File: config.mk
export PLATFORM = sky130hd
export DESIGN_NAME = ngs_arith
export DESIGN_NICKNAME = d
export VERILOG_FILES = /design/src/rtl/n_body_gravity_step_unit_assert.svh /design/src/rtl/ngs_pkg.sv /design/src/rtl/ngs_arith.sv
export SDC_FILE = /design/constraint.sdc
export NUM_CORES = 2
export LEC_CHECK = 0
export BUFFER_PORTS_ARGS = -buffer_cell sky130_fd_sc_hd__buf_2
export CORE_MARGIN = 5
export CORE_UTILIZATION = 66
export CTS_CLUSTER_SIZE = 20
export DETAILED_ROUTE_END_ITERATION = 8
export PLACE_DENSITY = 0.92
export SYNTH_ARGS = -nofsm -noshare
export SYNTH_HDL_FRONTEND = slang
export SYNTH_SLANG_ARGS = --single-unit
File: constraint.sdc
create_clock -name i_clk -period 13.7 [get_ports i_clk]
set_clock_uncertainty 0.1 [all_clocks]
set_input_delay 2.055 -clock i_clk [delete_from_list [all_inputs] [get_ports i_clk]]
set_output_delay 2.055 -clock i_clk [all_outputs]
set_load 0.03 [all_outputs]
File: src/rtl/n_body_gravity_step_unit_assert.svh
// Assertion macros for the gravity step unit.
`ifndef N_BODY_GRAVITY_STEP_UNIT_ASSERT_SVH
`define N_BODY_GRAVITY_STEP_UNIT_ASSERT_SVH

`define NGS_ASSERT_NEVER(lbl, clk, rst_n, expr) \
    lbl: assert property (@(posedge clk) disable iff (!(rst_n)) !(expr)) \
        else $error("ngs: forbidden condition");

`define NGS_ASSERT_IMPLY(lbl, clk, rst_n, ante, cons) \
    lbl: assert property (@(posedge clk) disable iff (!(rst_n)) (ante) |-> (cons)) \
        else $error("ngs: implication failed");

`define NGS_ASSERT_NEXT(lbl, clk, rst_n, ante, cons) \
    lbl: assert property (@(posedge clk) disable iff (!(rst_n)) (ante) |=> (cons)) \
        else $error("ngs: next-cycle check failed");

`endif

File: src/rtl/ngs_pkg.sv
`timescale 1ns / 1ps
package ngs_pkg;

    localparam int MAX_BODIES_DEF = 16;
    localparam int FRAC_BITS_DEF  = 16;

    localparam logic [31:0] GAIN_RST     = 32'd21474836;
    localparam logic [15:0] PMASS_RST    = 16'd1000;
    localparam logic [15:0] SMASS_RST    = 16'd10000;
    localparam logic [7:0]  PRAD_RST     = 8'd5;
    localparam logic [7:0]  SRAD_RST     = 8'd20;
    localparam logic [15:0] IMM_RST      = 16'd10000;
    localparam logic [31:0] PVX_RST      = 32'd32768;

    localparam logic [2:0] CFG_GAIN   = 3'd0;
    localparam logic [2:0] CFG_PMASS  = 3'd1;
    localparam logic [2:0] CFG_SMASS  = 3'd2;
    localparam logic [2:0] CFG_PRAD   = 3'd3;
    localparam logic [2:0] CFG_SRAD   = 3'd4;
    localparam logic [2:0] CFG_IMM    = 3'd5;
    localparam logic [2:0] CFG_PVX    = 3'd6;

    typedef enum logic [1:0] {
        OP_TICK       = 2'd0,
        OP_ADD_PLANET = 2'd1,
        OP_ADD_SUN    = 2'd2,
        OP_CLEAR      = 2'd3
    } t_ngs_op;

    typedef enum logic [1:0] {
        KIND_BODY  = 2'd0,
        KIND_ACK   = 2'd1,
        KIND_EMPTY = 2'd2
    } t_ngs_kind;

    typedef enum logic [1:0] {
        AOP_MUL  = 2'd0,
        AOP_DIV  = 2'd1,
        AOP_SQRT = 2'd2
    } t_ngs_aop;

    typedef struct packed {
        t_ngs_op            operation;
        logic signed [15:0] new_x;
        logic signed [15:0] new_y;
    } t_ngs_in;

    typedef struct packed {
        t_ngs_kind          kind;
        logic               status;
        logic [5:0]         body_index;
        logic signed [31:0] body_x;
        logic signed [31:0] body_y;
        logic               immovable;
        logic               last;
    } t_ngs_out;

    typedef struct packed {
        logic        start;
        t_ngs_aop    op;
        logic [63:0] a;
        logic [63:0] b;
        logic [63:0] c;
    } t_ngs_req;

    typedef struct packed {
        logic         done;
        logic [127:0] res;
    } t_ngs_rsp;

    typedef struct packed {
        logic signed [31:0] px;
        logic signed [31:0] py;
        logic signed [31:0] vx;
        logic signed [31:0] vy;
        logic [15:0]        mass;
        logic [7:0]         radius;
    } t_ngs_body;

    function automatic logic signed [31:0] sat32(input logic [65:0] v);
        logic signed [65:0] s;
        s = $signed(v);
        if (s > 66'sd2147483647) begin
            return 32'sh7FFFFFFF;
        end else if (s < -66'sd2147483648) begin
            return 32'sh80000000;
        end
        return s[31:0];
    endfunction

endpackage

File: src/rtl/ngs_arith.sv
`timescale 1ns / 1ps
module ngs_arith (
    input  logic               i_clk,
    input  logic               i_rst_n,
    input  ngs_pkg::t_ngs_req  i_req,
    output ngs_pkg::t_ngs_rsp  o_rsp
);
    import ngs_pkg::*;

    logic         r_busy;
    logic         r_done;
    logic         r_sat;
    t_ngs_aop     r_op;
    logic [5:0]   r_cnt;
    logic [63:0]  r_a, r_b, r_rem, r_lo, r_q, r_c, r_n;
    logic [127:0] r_acc;
    logic [35:0]  r_srem;
    logic [31:0]  r_root;

    logic [64:0]  w_msum;
    logic [63:0]  w_drem;
    logic         w_dge;
    logic [35:0]  w_srem;
    logic [35:0]  w_trial;
    logic         w_sge;
    logic         w_last;

    assign w_msum  = {1'b0, r_acc[127:64]} + (r_b[0] ? {1'b0, r_a} : 65'd0);
    assign w_drem  = {r_rem[62:0], r_lo[63]};
    assign w_dge   = r_rem[63] | (w_drem >= r_c);
    assign w_srem  = {r_srem[33:0], r_n[63:62]};
    assign w_trial = {2'b00, r_root, 2'b01};
    assign w_sge   = w_srem >= w_trial;
    assign w_last  = (r_op == AOP_SQRT) ? (r_cnt == 6'd31) : (r_cnt == 6'd63);

    always_ff @(posedge i_clk) begin
        if (!i_rst_n) begin
            r_busy <= 1'b0;
            r_done <= 1'b0;
            r_cnt  <= '0;
        end else begin
            r_done <= 1'b0;
            if (i_req.start) begin
                r_busy <= 1'b1;
                r_cnt  <= '0;
            end else if (r_busy) begin
                r_cnt <= r_cnt + 6'd1;
                if (w_last || (r_op == AOP_DIV && r_sat)) begin
                    r_busy <= 1'b0;
                    r_done <= 1'b1;
                end
            end
        end
    end

    always_ff @(posedge i_clk) begin
        if (i_req.start) begin
            r_op   <= i_req.op;
            r_a    <= i_req.a;
            r_b    <= i_req.b;
            r_acc  <= '0;
            r_rem  <= i_req.a;
            r_lo   <= i_req.b;
            r_c    <= i_req.c;
            r_q    <= '0;
            r_sat  <= i_req.a >= i_req.c;
            r_n    <= i_req.a;
            r_srem <= '0;
            r_root <= '0;
        end else if (r_busy) begin
            unique case (r_op)
                AOP_MUL: begin
                    r_acc <= {w_msum, r_acc[63:1]};
                    r_b   <= r_b >> 1;
                end
                AOP_DIV: begin
                    if (r_sat) begin
                        r_q <= '1;
                    end else begin
                        r_lo <= r_lo << 1;
                        if (w_dge) begin
                            r_rem <= w_drem - r_c;
                            r_q   <= {r_q[62:0], 1'b1};
                        end else begin
                            r_rem <= w_drem;
                            r_q   <= {r_q[62:0], 1'b0};
                        end
                    end
                end
                AOP_SQRT: begin
                    r_n <= r_n << 2;
                    if (w_sge) begin
                        r_srem <= w_srem - w_trial;
                        r_root <= {r_root[30:0], 1'b1};
                    end else begin
                        r_srem <= w_srem;
                        r_root <= {r_root[30:0], 1'b0};
                    end
                end
                default: ;
            endcase
        end
    end

    always_comb begin
        o_rsp.done = r_done;
        case (r_op)
            AOP_MUL:  o_rsp.res = r_acc;
            AOP_DIV:  o_rsp.res = {64'd0, r_q};
            default:  o_rsp.res = {96'd0, r_root};
        endcase
    end

endmodule

==> results.json <==
{
  "max_slew_margin_pct": 26.37,
  "multiInputGateArea_mm2": 0.01857,
  "grt_pass1_wl_um": 161100,
  "syn2layout_area_growth_pct": 11.49,
  "cts_resized": 0,
  "final_cell_mix": "nand2_1, edfxtp_1, a21oi_1, inv_1, buf_2",
  "worstSkewPairLatency_ns": 0.63,
  "dr.pass1.iters": 6,
  "die_area_mm2": 0.06185,
  "fin_util_pct": 74.35,
  "fp.dieH_um": 248.7,
  "netlist_area_mm2": 0.03760,
  "dp_cells": 4963,
  "post-place-ws_ns": 8.717,
  "num_rows": 87,
  "cts_hold_buf": 0,
  "initial_core_util_pct": 66.69,
  "yosys_warnings": 0,
  "syn_nets": 4494,
  "cp_max_fo": 66,
  "grt_pass1_vias": 30281,
  "timing.max_cap.violations": 0,
  "crit_slowest_cell": "edfxtp_1",
  "io_buffers": 325,
  "vias": 31747,
  "clk_transition_reported_paths_ns": 0.07,
  "leakagePower_nw": 18.26,
  "clk_path_buf_depth": 3,
  "finalNonFillerCells": 5101,
  "startpoint_type": "register",
  "overflow": 0,
  "setup_tns_ns": 0,
  "cts_setup_buffers": 0,
  "synth_async_sr_flop_share_pct": 0,
  "yosysSeqAreaShare_pct": 45.07,
  "ys_ff_latch": 653,
  "synth_cell_types": 87,
  "track_usage_pct": 31.68,
  "hpwlAfterDp_um": 72160,
  "drc": 0,
  "ir_drop_mv": 0.4830,
  "timing.final.hold_violations": 0,
  "power_mw": 7.272,
  "critPathKind": "reg -> out",
  "cts-root-buf": "clkbuf_16",
  "fmax_mhz": 186.8,
  "postRouteAntennaNets": 0,
  "dr.first_iter.drc_count": 3542,
  "htree_levels": 3,
  "final_layout_size_suffix_gt1_share_pct": 13.85,
  "antenna_found_initial": 15,
  "syn_area_per_cell_um2": 9.243,
  "pwr_density_cell_mw_per_mm2": 173.5,
  "viasPerCell": 6.224,
  "die_w_um": 248.7,
  "hp-class": "reg -> reg",
  "crit_chain": "buf_4 -> nor2_4 -> buf_4 -> and2_1 -> buf_2",
  "ios": 326,
  "status": "finished, final reports clean",
  "cp-end-kind": "primary output",
  "rsz0062_at_grt": "no",
  "grt_max_degree": 184,
  "nets": 4703,
  "cts.sinks": 653,
  "num-fill-cells": 3849,
  "wl_per_cell_um": 20.36,
  "setup_ws_ns": 8.347,
  "cts_buffers": 68,
  "setup_viol": 0,
  "syn_inst": 4068,
  "hold-worst-slack_ns": 0.3595,
  "arrival_ns": 3.20,
  "crit_required_ns": 11.55,
  "cp_common_cell": "buf_4",
  "gp_congestion": 0.9732,
  "finalCritPeriodShare_pct": 39.07,
  "coreArea_mm2": 0.05639,
  "layout_min_cycle_time_ns": 5.353,
  "wl_um": 103800,
  "synth_edf_count": 387,
  "max_stage_delay_ns": 0.84,
  "finalInstanceArea_mm2": 0.04192,
  "layout_commonest_cell": "nand2_1",
  "maxSlewViolCount": 0,
  "register_area_mm2": 0.01695,
  "max_slew.worst_pin.slew_ns": 1.105,
  "synth-main-ff-cell": "edfxtp_1",
  "placed_area_mm2": 0.03960,
  "cts_tree": "done"
}
## sequential cells by signal, summed over array words and instances, names as in the netlist, 2 cells and up
signal / flops
r_n: 64
r_rem: 64
r_cnt: 6
r_c: 64
r_q: 64
r_op: 2
r_lo: 64
r_b: 64
r_a: 64
r_root: 32
r_acc: 128
r_srem: 34
## final timing paths
path                                             from                    end  slack (ns)  depth (start not counted)
worst max register to register     r_lo[63]$_DFFE_PP_    r_rem[55]$_DFFE_PP_        9.03                         15
worst min-delay path            r_acc[0]$_SDFFE_PP0P_  r_acc[0]$_SDFFE_PP0P_        0.36                          2
worst max-delay path                r_op[0]$_DFFE_PP_             o_rsp[125]        8.35                          5
worst min register to register  r_acc[0]$_SDFFE_PP0P_  r_acc[0]$_SDFFE_PP0P_        0.36                          2
## layer usage
metal  GRT usage, %  vias up  routed length [um]
li1               -    14763                   -
met1          42.79    14989               40940
met5              0        -                   0
met4          12.25        0                4416
met2          51.23     1680               48470
met3          5.878      315               10030
## report_power, final
part | internal [mW] | switching, mW | leakage [nW]
combinational | 1.25 | 1.72 | 11.2
sequential | 2.29 | 0.106 | 5.98
clock | 1.09 | 0.817 | 1.11
total | 4.63 | 2.64 | 18.3
## cell type report
| type | instances | share of cell area, % |
|---|---|---|
| multi-input cells | 2863 | 44.29 |
| clock inverters | 38 | 1.018 |
| flip-flops and latches | 653 | 40.42 |
| well taps | 756 | 2.256 |
| repair buffers | 356 | 4.489 |
| inverters | 335 | 3.002 |
| clock buffers | 87 | 4.447 |
| diodes | 13 | 0.07760 |
## cells in the mapped netlist (6+ instances only)
library cell / number / area share, %
a211o_1: 6 / 0.14
a211oi_1: 16 / 0.32
a21boi_0: 7 / 0.14
a21o_1: 140 / 2.8
a21oi_1: 335 / 4.5
a21oi_2: 8 / 0.19
a221o_1: 10 / 0.27
a221oi_1: 6 / 0.14
a22o_1: 11 / 0.26
a31oi_1: 22 / 0.37
and2_1: 146 / 2.4
and3_1: 14 / 0.23
and4_1: 8 / 0.19
buf_1: 20 / 0.20
buf_2: 17 / 0.23
clkbuf_1: 174 / 1.7
dfxtp_1: 266 / 14
edfxtp_1: 387 / 31
ha_1: 227 / 7.6
inv_1: 335 / 3.3
mux2_1: 27 / 0.81
mux2_2: 96 / 2.9
mux2i_1: 93 / 2.5
nand2_1: 473 / 4.7
nand2b_1: 22 / 0.37
nand3_1: 44 / 0.59
nand4_1: 54 / 0.90
nor2_1: 224 / 2.2
nor2b_1: 44 / 0.73
nor3_1: 160 / 2.1
nor4_1: 8 / 0.13
o21a_1: 20 / 0.40
o21ai_0: 321 / 4.3
o21ai_1: 13 / 0.17
o21bai_1: 31 / 0.62
o22ai_1: 33 / 0.55
o31ai_1: 8 / 0.16
or3_1: 8 / 0.13
xnor2_1: 80 / 1.9
xor2_1: 67 / 1.6
## critical path: cells and delay by family, from the launching register on
| kind | cells | cell delay (ns) |
|---|---|---|
| buf+inv | 3 | 1.37 |
| simple gates | 2 | 0.33 |
| flops | 1 | 0.84 |
## kinds of logic (layout without fill, tap and decap cells)
kind of cell / count (synthesis) / after routing / synth area share, %
DFF: 653 / 653 / 45.07
and+or+nand+nor: 1230 / 1230 / 15.33
buffers and inverters: 552 / 816 / 5.660
xor gates and xnor gates: 147 / 147 / 3.424
AOI/OAI and AO/OA: 1041 / 1041 / 16.70
muxes: 216 / 216 / 6.159
adders and majority gates: 229 / 229 / 7.660
other: 0 / 13 / 0
Power figures use the tool's default switching activity.
